<file path="src/rtl/clock_skew_ema_table_defines.svh">
// assertion macros for the clock skew table rtl
`ifndef CLOCK_SKEW_EMA_TABLE_DEFINES_SVH
`define CLOCK_SKEW_EMA_TABLE_DEFINES_SVH

// same-cycle implication, disabled in reset
`define CSET_ASSERT_IMPL(label, ante, cons, msg) \
    label: assert property (@(posedge clk) disable iff (!rst_n) (ante) |-> (cons)) \
        else $error(msg);

// next-cycle implication, disabled in reset
`define CSET_ASSERT_NEXT(label, ante, cons, msg) \
    label: assert property (@(posedge clk) disable iff (!rst_n) (ante) |=> (cons)) \
        else $error(msg);

`endif

</file>
<file path="src/rtl/cset_pkg.sv">
// types, constants and codes of the clock skew table
package cset_pkg;

    localparam int NumClocksDef = 16;
    localparam int TimeW        = 64;
    localparam int SkewW        = 48;
    localparam int FracW        = 16;
    localparam int MxW          = 49;
    localparam int MyW          = 17;
    localparam int AccW         = MxW + MyW;
    localparam int IdxW         = 4;

    localparam logic [FracW-1:0] KeepWeight = 16'd52429;
    localparam logic [FracW-1:0] NewWeight  = 16'd13107;
    localparam logic [FracW-1:0] RoundBias  = 16'hFFFF;

    localparam logic CmdAdd   = 1'b0;
    localparam logic CmdQuery = 1'b1;

    typedef struct packed {
        logic                    command;
        logic [IdxW-1:0]         clock_index;
        logic signed [TimeW-1:0] rx_time;
        logic signed [TimeW-1:0] remote_time;
    } in_item_t;

    typedef struct packed {
        logic                    is_valid;
        logic signed [SkewW-1:0] skew;
    } out_item_t;

    typedef enum logic [3:0] {
        ST_IDLE,
        ST_RD_OWN,
        ST_RD_REF,
        ST_CHECK,
        ST_INST1,
        ST_INST2,
        ST_INST3,
        ST_MAC1,
        ST_MAC2,
        ST_MAC3,
        ST_WRITE,
        ST_QBIAS,
        ST_QOUT
    } state_t;

    typedef enum logic [1:0] {
        MODE_KEEP,
        MODE_CLEAR,
        MODE_UPDATE
    } mode_t;

    typedef enum logic [1:0] {
        ALU_ADD,
        ALU_SUB,
        ALU_MAC,
        ALU_MACS
    } alu_op_t;

    typedef enum logic [2:0] {
        SRC_TIMES,
        SRC_REF_RCV,
        SRC_REF_RMT,
        SRC_AHI,
        SRC_ALO,
        SRC_INST,
        SRC_QBIAS
    } alu_src_t;

    typedef struct packed {
        logic     in_ready;
        logic     rd_en;
        logic     rd_ref;
        logic     cap_own;
        logic     cap_inst;
        logic     alu_en;
        alu_op_t  alu_op;
        alu_src_t alu_src;
        logic     wr_en;
        logic     wr_avg;
        logic     wr_est;
        logic     out_load;
    } ctrl_t;

    typedef struct packed {
        logic is_query;
        logic idx_in_range;
        logic clear_cond;
        logic update_cond;
        logic out_busy;
    } stat_t;

endpackage

</file>
<file path="src/rtl/cset_alu.sv">
// shared add / subtract / multiply-accumulate unit with its accumulator
module cset_alu (
    input  logic                            clk,
    input  cset_pkg::ctrl_t                 ctrl,
    input  logic signed [cset_pkg::AccW-1:0] a,
    input  logic signed [cset_pkg::AccW-1:0] b,
    input  logic signed [cset_pkg::MxW-1:0]  mx,
    input  logic signed [cset_pkg::MyW-1:0]  my,
    output logic signed [cset_pkg::AccW-1:0] acc
);
    import cset_pkg::*;

    logic signed [AccW-1:0] prod;
    logic signed [AccW-1:0] addend;
    logic                   carry;
    logic signed [AccW-1:0] sum;
    logic signed [AccW-1:0] acc_reg;

    assign prod = mx * my;

    always_comb
    begin
        carry = 1'b0;
        case (ctrl.alu_op)
            ALU_ADD:  addend = b;
            ALU_SUB:
            begin
                addend = ~b;
                carry  = 1'b1;
            end
            ALU_MAC:  addend = prod;
            ALU_MACS: addend = prod >>> FracW;
            default:  addend = b;
        endcase
    end

    assign sum = a + addend + AccW'(carry);

    always_ff @(posedge clk)
    begin
        if (ctrl.alu_en)
        begin
            acc_reg <= sum;
        end
    end

    assign acc = acc_reg;

endmodule

</file>
<file path="config.mk">
export PLATFORM = sky130hd
export DESIGN_NAME = cset_alu
export DESIGN_NICKNAME = d
export VERILOG_FILES = /design/src/rtl/clock_skew_ema_table_defines.svh /design/src/rtl/cset_pkg.sv /design/src/rtl/cset_alu.sv
export SDC_FILE = /design/constraint.sdc
export NUM_CORES = 2
export LEC_CHECK = 0
export BUFFER_PORTS_ARGS = -buffer_cell sky130_fd_sc_hd__buf_2
export CAP_MARGIN = 20
export CORE_UTILIZATION = 59
export CTS_BUF_LIST = sky130_fd_sc_hd__clkbuf_4 sky130_fd_sc_hd__clkbuf_8
export CTS_CLUSTER_DIAMETER = 150
export DETAILED_ROUTE_END_ITERATION = 8
export PLACE_DENSITY_LB_ADDON = 0.15
export REMOVE_ABC_BUFFERS = 1
export SYNTH_ARGS = -nofsm -noshare
export SYNTH_HDL_FRONTEND = slang
export SYNTH_SLANG_ARGS = --single-unit
</file>
<file path="constraint.sdc">
create_clock -name clk -period 23.7 [get_ports clk]
set_input_delay 1.185 -clock clk [delete_from_list [all_inputs] [get_ports clk]]
set_output_delay 1.185 -clock clk [all_outputs]
set_load 0.01 [all_outputs]
</file>
==> results.yml <==
setup_path:
  cp_common_cell: "fa_1"
  critPathLaunch: "my[8]"
  crit_fanout: 49
  crit_path_top_delay_cell: "fa_1"
  cp.arrival_ns: 11.55
  cp-end-kind: "flip-flop"
  endpoint: "acc[58]"
  cpPeakStageDelay_ns: 0.56
  start_kind: "input pin"
  crit_required_ns: 23.80
  worstSetupPathType: "input pin to flip-flop"
die:
  dieArea_um2: 61000
  io_pins: 280
  rows: 89
  design.core.area_um2: 59100
  die_x_um: 247
  die_y_um: 247
  start_util_pct: 59.8
clock_network:
  root_buffer: "clkbuf_8"
  clockBufferDepth: 2
  htreeDepth: 3
  cts_buffers: 9
  cts_tree: "yes"
  clkSinkCount: 66
  ctsHoldBuffers: 0
  cts.clk_slew.worst_paths_ns: 0.08
  post_cts_buffers: 0
  cts_resized: 0
sta:
  finalSetupViolCount: 0
  rsz0062_at_grt: "false"
  hold_violations: 0
  holdWs_ns: 1.15
  fin_crit_sh_pct: 48.3
  slew_headroom_pct: 39.7
  min_period_ns: 11.45
  slew_viol_final: 0
  max_freq_ghz: 0.0873
  finalSetupTns_ns: 0
  tightest_slew_ns: 0.905
synth:
  synthArstFlopShare_pct: 0
  synth-edff-count: 66
  syn-mean-instance-area_um2: 8.62
  syn_inst: 4105
  synth_cell_types: 81
  ys_ff_latch: 66
  synthFlopType: "edfxtp_1"
  yosysWarnings: 0
  synth_area_um2: 35400
  ys_seq_area_share_pct: 5.60
min_path:
  hold_depth: 2
  hold_path.class: "input pin to flip-flop"
routing:
  wl_per_cell_um: 19.9
  drtAntennaViolNets: 0
  drt_iter0_drc: 1828
  drc: 10
  wirelength_mm: 99.3
  first_pass_iters: 8
  vias_per_cell: 5.67
  via_count: 28300
grt:
  grt_pass1_wl_mm: 161
  antenna_found_initial: 2
  met3_usage_pct: 4.85
  grt-ovfl-total: 0
  met1_usage_pct: 42.9
  grt_start_max_net_pins: 68
  grt_pass1_vias: 30500
  grt_util_all_layers_pct: 34.1
  grt-busiest-layer: "met2"
  globalRouteMet2Util_pct: 60.0
placement:
  dpl.hpwl_mm: 79.0
  port_buffers: 267
  place_congestion: 0.956
status:
  violations: "design-rule violations"
  outcome: "finished, violations left"
layout:
  layout_common_cells: "902 x inv_1, 778 x fa_1, 624 x nand2_1"
  largest_reg_flops: 66
  final_common_cell: "inv_1"
  final_nets: 5422
  drive_gt1_share_pct: 8.17
  area_growth_pct: 5.49
  final_util_pct: 63.1
run:
  max_cap_viol_count: 0
cells by family after synthesis:
kind of cell | Yosys count | synth area share [%]
AO/OA/AOI/OAI | 543 | 10.2
XOR/XNOR | 187 | 4.63
adder cells (fa/ha/maj) | 992 | 51.6
buffers and inverters | 1095 | 11.6
flip-flops | 66 | 5.60
multiplexers | 12 | 0.339
AND/OR/NAND/NOR | 1210 | 16.0
synthesized netlist by cell type, types with 24 or more instances:
library cell | n | share of area (%)
inv_1 | 903 | 9.6
fa_1 | 778 | 44
nand2_1 | 624 | 6.6
and2_1 | 314 | 5.6
ha_1 | 214 | 7.6
clkbuf_1 | 176 | 1.9
a21oi_1 | 159 | 2.2
nor2_1 | 126 | 1.3
xnor2_1 | 110 | 2.7
o21ai_0 | 95 | 1.3
xor2_1 | 77 | 1.9
edfxtp_1 | 66 | 5.6
a21o_1 | 62 | 1.3
o21bai_1 | 26 | 0.55
nand3_1 | 24 | 0.34
area by class of cell:
| type | instances | area (um2) |
|---|---|---|
| multi-input cells | 2944 | 29300 |
| fillers | 5209 | 21800 |
| inverters | 905 | 3400 |
| flip-flops and latches | 66 | 1980 |
| repair buffers | 290 | 1520 |
| well taps | 773 | 967 |
| clock buffers | 9 | 124 |
| clock inverters | 7 | 45.0 |
| diodes | 1 | 2.50 |
routing by layer:
| layer | routed length, um | share of wire (%) | vias to the layer above |
|---|---|---|---|
| met5 | 0 | 0 | - |
| met4 | 3560 | 3.6 | 0 |
| met3 | 6730 | 6.8 | 241 |
| met2 | 50300 | 51 | 1122 |
| met1 | 38700 | 39 | 14300 |
| li1 | - | - | 12700 |
worst min-delay path by stage:
| stage | from | endpoint |
|---|---|---|
| finish | a[0] | acc[0] |
| global placement | a[0] | acc[0] |
| floorplan | ctrl[9] | acc[0] |
| detailed placement | a[0] | acc[0] |
| global route | a[0] | acc[0] |
| CTS | a[0] | acc[0] |
worst max-delay path, delay by kind of cell:
kind                       cells  cell delay, ns
xor gates and xnor gates       1            0.46
adders and majority gates      8            3.79
and+or+nand+nor                7            1.25
buffers and inverters          7            0.90
AOI/OAI and AO/OA             14            3.92
stage by stage:
stage / instance area [um2] / cells / setup WS, ns
finish: 37300 / 4995 / 12.25
global route: 37300 / 4995 / 11.88
CTS: 37300 / 4993 / 12.16
detailed placement: 37100 / 4977 / 11.77
global placement: 37100 / 4977 / 11.78
floorplan: 34700 / 3915 / 13.63
Power is left out: the tool's default activity adds up to more than one toggle a clock period on the data nets, which glitch-free logic cannot reach.
