===== config.mk =====
export PLATFORM = sky130hd
export DESIGN_NAME = cset_ctrl
export DESIGN_NICKNAME = d
export VERILOG_FILES = /design/src/rtl/clock_skew_ema_table_defines.svh /design/src/rtl/cset_pkg.sv /design/src/rtl/cset_ctrl.sv
export SDC_FILE = /design/constraint.sdc
export NUM_CORES = 1
export LEC_CHECK = 0
export ABC_AREA = 1
export BUFFER_PORTS_ARGS = -buffer_cell sky130_fd_sc_hd__buf_2
export CORE_AREA = 2 2 39 41
export DETAILED_ROUTE_END_ITERATION = 8
export DIE_AREA = 0 0 41 43
export GPL_ROUTABILITY_DRIVEN = 1
export PLACE_DENSITY_LB_ADDON = 0.12
export SYNTH_ARGS = -nofsm -noshare
export SYNTH_HDL_FRONTEND = slang
export SYNTH_SLANG_ARGS = --single-unit

===== constraint.sdc =====
create_clock -name clk -period 1 [get_ports clk]
set_input_delay 0.1 -clock clk [delete_from_list [all_inputs] [get_ports clk]]
set_output_delay 0.1 -clock clk [all_outputs]
set_load 0.05 [all_outputs]

===== src/rtl/clock_skew_ema_table_defines.svh =====
// assertion macros for the clock skew table rtl
`ifndef CLOCK_SKEW_EMA_TABLE_DEFINES_SVH
`define CLOCK_SKEW_EMA_TABLE_DEFINES_SVH

// same-cycle implication, disabled in reset
`define CSET_ASSERT_IMPL(label, ante, cons, msg) \
    label: assert property (@(posedge clk) disable iff (!rst_n) (ante) |-> (cons)) \
        else $error(msg);

// next-cycle implication, disabled in reset
`define CSET_ASSERT_NEXT(label, ante, cons, msg) \
    label: assert property (@(posedge clk) disable iff (!rst_n) (ante) |=> (cons)) \
        else $error(msg);

`endif


===== src/rtl/cset_pkg.sv =====
// types, constants and codes of the clock skew table
package cset_pkg;

    localparam int NumClocksDef = 16;
    localparam int TimeW        = 64;
    localparam int SkewW        = 48;
    localparam int FracW        = 16;
    localparam int MxW          = 49;
    localparam int MyW          = 17;
    localparam int AccW         = MxW + MyW;
    localparam int IdxW         = 4;

    localparam logic [FracW-1:0] KeepWeight = 16'd52429;
    localparam logic [FracW-1:0] NewWeight  = 16'd13107;
    localparam logic [FracW-1:0] RoundBias  = 16'hFFFF;

    localparam logic CmdAdd   = 1'b0;
    localparam logic CmdQuery = 1'b1;

    typedef struct packed {
        logic                    command;
        logic [IdxW-1:0]         clock_index;
        logic signed [TimeW-1:0] rx_time;
        logic signed [TimeW-1:0] remote_time;
    } in_item_t;

    typedef struct packed {
        logic                    is_valid;
        logic signed [SkewW-1:0] skew;
    } out_item_t;

    typedef enum logic [3:0] {
        ST_IDLE,
        ST_RD_OWN,
        ST_RD_REF,
        ST_CHECK,
        ST_INST1,
        ST_INST2,
        ST_INST3,
        ST_MAC1,
        ST_MAC2,
        ST_MAC3,
        ST_WRITE,
        ST_QBIAS,
        ST_QOUT
    } state_t;

    typedef enum logic [1:0] {
        MODE_KEEP,
        MODE_CLEAR,
        MODE_UPDATE
    } mode_t;

    typedef enum logic [1:0] {
        ALU_ADD,
        ALU_SUB,
        ALU_MAC,
        ALU_MACS
    } alu_op_t;

    typedef enum logic [2:0] {
        SRC_TIMES,
        SRC_REF_RCV,
        SRC_REF_RMT,
        SRC_AHI,
        SRC_ALO,
        SRC_INST,
        SRC_QBIAS
    } alu_src_t;

    typedef struct packed {
        logic     in_ready;
        logic     rd_en;
        logic     rd_ref;
        logic     cap_own;
        logic     cap_inst;
        logic     alu_en;
        alu_op_t  alu_op;
        alu_src_t alu_src;
        logic     wr_en;
        logic     wr_avg;
        logic     wr_est;
        logic     out_load;
    } ctrl_t;

    typedef struct packed {
        logic is_query;
        logic idx_in_range;
        logic clear_cond;
        logic update_cond;
        logic out_busy;
    } stat_t;

endpackage


===== src/rtl/cset_ctrl.sv =====
// sequencer driving table reads, the shared unit and the write-back
module cset_ctrl (
    input  logic            clk,
    input  logic            rst_n,
    input  logic            in_accept,
    input  cset_pkg::stat_t stat,
    output cset_pkg::ctrl_t ctrl
);
    import cset_pkg::*;

    state_t state_reg;
    state_t state_next;
    mode_t  mode_reg;
    mode_t  mode_next;

    always_ff @(posedge clk or negedge rst_n)
    begin
        if (!rst_n)
        begin
            state_reg <= ST_IDLE;
            mode_reg  <= MODE_KEEP;
        end
        else
        begin
            state_reg <= state_next;
            mode_reg  <= mode_next;
        end
    end

    always_comb
    begin
        state_next = state_reg;
        mode_next  = mode_reg;
        case (state_reg)
            ST_IDLE:
            begin
                if (in_accept)
                begin
                    state_next = ST_RD_OWN;
                end
            end
            ST_RD_OWN:
            begin
                if (stat.is_query)
                begin
                    state_next = ST_QBIAS;
                end
                else if (!stat.idx_in_range)
                begin
                    state_next = ST_IDLE;
                end
                else
                begin
                    state_next = ST_RD_REF;
                end
            end
            ST_RD_REF: state_next = ST_CHECK;
            ST_CHECK:
            begin
                if (stat.clear_cond)
                begin
                    mode_next  = MODE_CLEAR;
                    state_next = ST_WRITE;
                end
                else if (stat.update_cond)
                begin
                    mode_next  = MODE_UPDATE;
                    state_next = ST_INST1;
                end
                else
                begin
                    mode_next  = MODE_KEEP;
                    state_next = ST_WRITE;
                end
            end
            ST_INST1:  state_next = ST_INST2;
            ST_INST2:  state_next = ST_INST3;
            ST_INST3:  state_next = ST_MAC1;
            ST_MAC1:   state_next = ST_MAC2;
            ST_MAC2:   state_next = ST_MAC3;
            ST_MAC3:   state_next = ST_WRITE;
            ST_WRITE:  state_next = ST_IDLE;
            ST_QBIAS:  state_next = ST_QOUT;
            ST_QOUT:
            begin
                if (!stat.out_busy)
                begin
                    state_next = ST_IDLE;
                end
            end
            default:   state_next = ST_IDLE;
        endcase
    end

    always_comb
    begin
        ctrl = '0;
        ctrl.alu_op  = ALU_ADD;
        ctrl.alu_src = SRC_TIMES;
        case (state_reg)
            ST_IDLE:   ctrl.in_ready = 1'b1;
            ST_RD_OWN: ctrl.rd_en = 1'b1;
            ST_RD_REF:
            begin
                ctrl.rd_en   = 1'b1;
                ctrl.rd_ref  = 1'b1;
                ctrl.cap_own = 1'b1;
            end
            ST_CHECK:  ctrl.alu_en = 1'b0;
            ST_INST1:
            begin
                ctrl.alu_en  = 1'b1;
                ctrl.alu_op  = ALU_SUB;
                ctrl.alu_src = SRC_TIMES;
            end
            ST_INST2:
            begin
                ctrl.alu_en  = 1'b1;
                ctrl.alu_op  = ALU_ADD;
                ctrl.alu_src = SRC_REF_RCV;
            end
            ST_INST3:
            begin
                ctrl.alu_en  = 1'b1;
                ctrl.alu_op  = ALU_SUB;
                ctrl.alu_src = SRC_REF_RMT;
            end
            ST_MAC1:
            begin
                ctrl.alu_en   = 1'b1;
                ctrl.alu_op   = ALU_MAC;
                ctrl.alu_src  = SRC_AHI;
                ctrl.cap_inst = 1'b1;
            end
            ST_MAC2:
            begin
                ctrl.alu_en  = 1'b1;
                ctrl.alu_op  = ALU_MACS;
                ctrl.alu_src = SRC_ALO;
            end
            ST_MAC3:
            begin
                ctrl.alu_en  = 1'b1;
                ctrl.alu_op  = ALU_MAC;
                ctrl.alu_src = SRC_INST;
            end
            ST_WRITE:
            begin
                ctrl.wr_en  = 1'b1;
                ctrl.wr_avg = (mode_reg == MODE_UPDATE) || (mode_reg == MODE_CLEAR);
                ctrl.wr_est = (mode_reg == MODE_UPDATE);
            end
            ST_QBIAS:
            begin
                ctrl.alu_en  = 1'b1;
                ctrl.alu_op  = ALU_ADD;
                ctrl.alu_src = SRC_QBIAS;
            end
            ST_QOUT:   ctrl.out_load = !stat.out_busy;
            default:   ctrl.in_ready = 1'b0;
        endcase
    end

endmodule


==> results.yml <==
run_status:
  outcome: "finished, violations left"
  violations: "negative setup slack"
synthesis:
  synth_area_sq_um: 465
  ys_seq_area_share_pct: 32.3
  syn_inst: 78
  synth_fp_nets: 87
  synth_area_per_cell_sq_um: 5.97
  ys.warnings.count: 0
  synth_seq_cells: 6
  ys_types: 14
layout:
  utilization_pct: 82.1
  multiInputGateArea_sq_um: 432
  layout_commonest_cell: "nand2_1"
  fin_area_sq_mm: 0.00114
  nets: 135
  largest_register_ff_count: 4
  area_delta_synth_final_pct: 144
  final_cell_mix: "nand2_1, buf_6, buf_4"
  regArea_sq_um: 155
  fill_cells: 86
  n_antenna_cell: 0
  drive_gt1_share_pct: 67.2
floorplanning:
  core_area_sq_mm: 0.00138
  die_h_microns: 43
  start_util_pct: 33.6
  die_width_microns: 41
  io_pins: 23
  die-area_sq_mm: 0.00176
  std_cell_rows: 14
route:
  routed_wl_mm: 1.64
  drtPass1Iterations: 4
  wl_met3_microns: 63
  ant_nets: 0
  dr.first_iter.drc_count: 9
  wl_met2_microns: 914
  vias_per_cell: 4.81
  top_layer_used: "met4"
  drc_errors: 0
  routed-via-count: 678
  wl_met1_microns: 638
  wl_per_cell_microns: 11.6
timing:
  fmax_mhz: 676
  relSlewSlack_pct: 85.8
  fin_tns_setup_ps: -7710
  layout_setup_ws_ps: -478
  slew_viol_final: 0
  hold_violations: 0
  min_period_ps: 1480
  worstMarginPinSlew_ps: 213
  skew_ps: 15.2
  post-route-period-util_pct: 148
  setup_viol: 21
  rsz0062_at_grt: "yes"
global_route:
  grt_pass1_wl_mm: 2.41
  grt_pass1_vias: 578
  grt_max_degree: 7
  overflow: 0
  antenna_found_initial: 0
  grt_usage_pct: 20.1
cts:
  ctsHtreeMaxLevel: 1
  clkTransAtPathRegs_ps: 60
  numCtsBuffers: 3
  cts_tree: "yes"
  root_buffer: "clkbuf_4"
  clock-sinks: 6
  clkLatencyLatePin_ps: 250
  cts.path.max_buffers: 2
worst_setup_path:
  cp-end-kind: "primary output"
  timing.critical_path.arrival_ps: 1380
  cp-start-kind: "flop"
  cp.required_ps: 900
  r2r_start: "state_reg[2]"
  r2r_slack_ps: -300
  reg2reg_depth: 7
  reg2reg_to: "state_reg[0]"
  cp_max_fo: 5
  path_class: "reg2out"
hold_path:
  holdCritPathClass: "in2reg"
  min_from: "stat[2]"
  min_path_cells: 3
  min_to: "mode_reg[0]"
place:
  pre_cts_ws_ps: -350
  place_area_sq_um: 841
  dp.final_hpwl_mm: 1.07
  gp_congestion: 0.759
  portBuffers: 22
flow_run:
  cap_viol_max_count: 0
worst max-delay path, stage by stage (launching register included):
cell and delay [ps]:
dfrtp_2 460, buf_12 160, nor2_4 170, nand2_4 90, clkinvlp_4 100, buf_8 150
area by class of cell:
cell class,count,area share (%)
clock buffers,4,2.31
flip-flops and latches,6,13.7
well taps,16,1.76
repair buffers,44,38.8
inverters,13,5.51
multi-input cells,58,38.0
synthesized netlist by cell type, drive strengths merged:
cell    number  share of area [%]
a21oi        2                2.2
buf          1                1.6
dfrtp        6                 32
ha           1                2.7
inv         13                 10
nand2       27                 22
nand3        4                5.4
nand4        3                4.0
nor2        15                 13
o211ai       1                1.6
o21ai        5                5.4
cell families (layout without fill, tap and decap cells):
| family | count (synthesis) | after routing | share of synthesized area, % |
|---|---|---|---|
| AOI/OAI and AO/OA | 8 | 8 | 9.14 |
| adders and majority gates | 1 | 1 | 2.69 |
| buffers and inverters | 14 | 61 | 12.1 |
| DFF | 6 | 6 | 32.3 |
| and+or+nand+nor | 49 | 49 | 43.8 |
how the worst max path moves through the flow:
| stage | depth (start not counted) | end | slack (ps) | start |
|---|---|---|---|---|
| finish | 5 | ctrl[11] | -480 | state_reg[2] |
| global route | 5 | ctrl[1] | -530 | state_reg[3] |
| CTS | 5 | ctrl[11] | -450 | state_reg[2] |
| detailed placement | 4 | ctrl[4] | -350 | state_reg[2] |
| global placement | 4 | ctrl[4] | -290 | state_reg[2] |
| floorplan | 5 | ctrl[9] | -270 | state_reg[3] |
per-layer routing:
layer  up-vias  track usage (%)
met2        22             34.1
li1        339                -
met4         0             8.00
met5         -                0
met3         5             2.09
met1       312             24.2
per-stage QoR:
step                      instances  hold WS [ps]
final                           141          83.5
after global routing            141           114
after CTS                       139          82.2
after detailed placement        130         -68.4
after global placement          130         -70.9
after floorplan                  78          -196
repair_timing:
item | in CTS | in global routing
gates resized for setup | 50 | 12
gates cloned | 0 | 0
pin swaps | 7 | 5
endpoints found under the setup margin | 21 | 21
setup buffers | 4 | 3
hold buffers | 1 | 0
endpoints found under the hold margin | 6 | 0
Power is left out: the tool's default activity adds up to more than one toggle a clock period on the data nets, which glitch-free logic cannot reach.
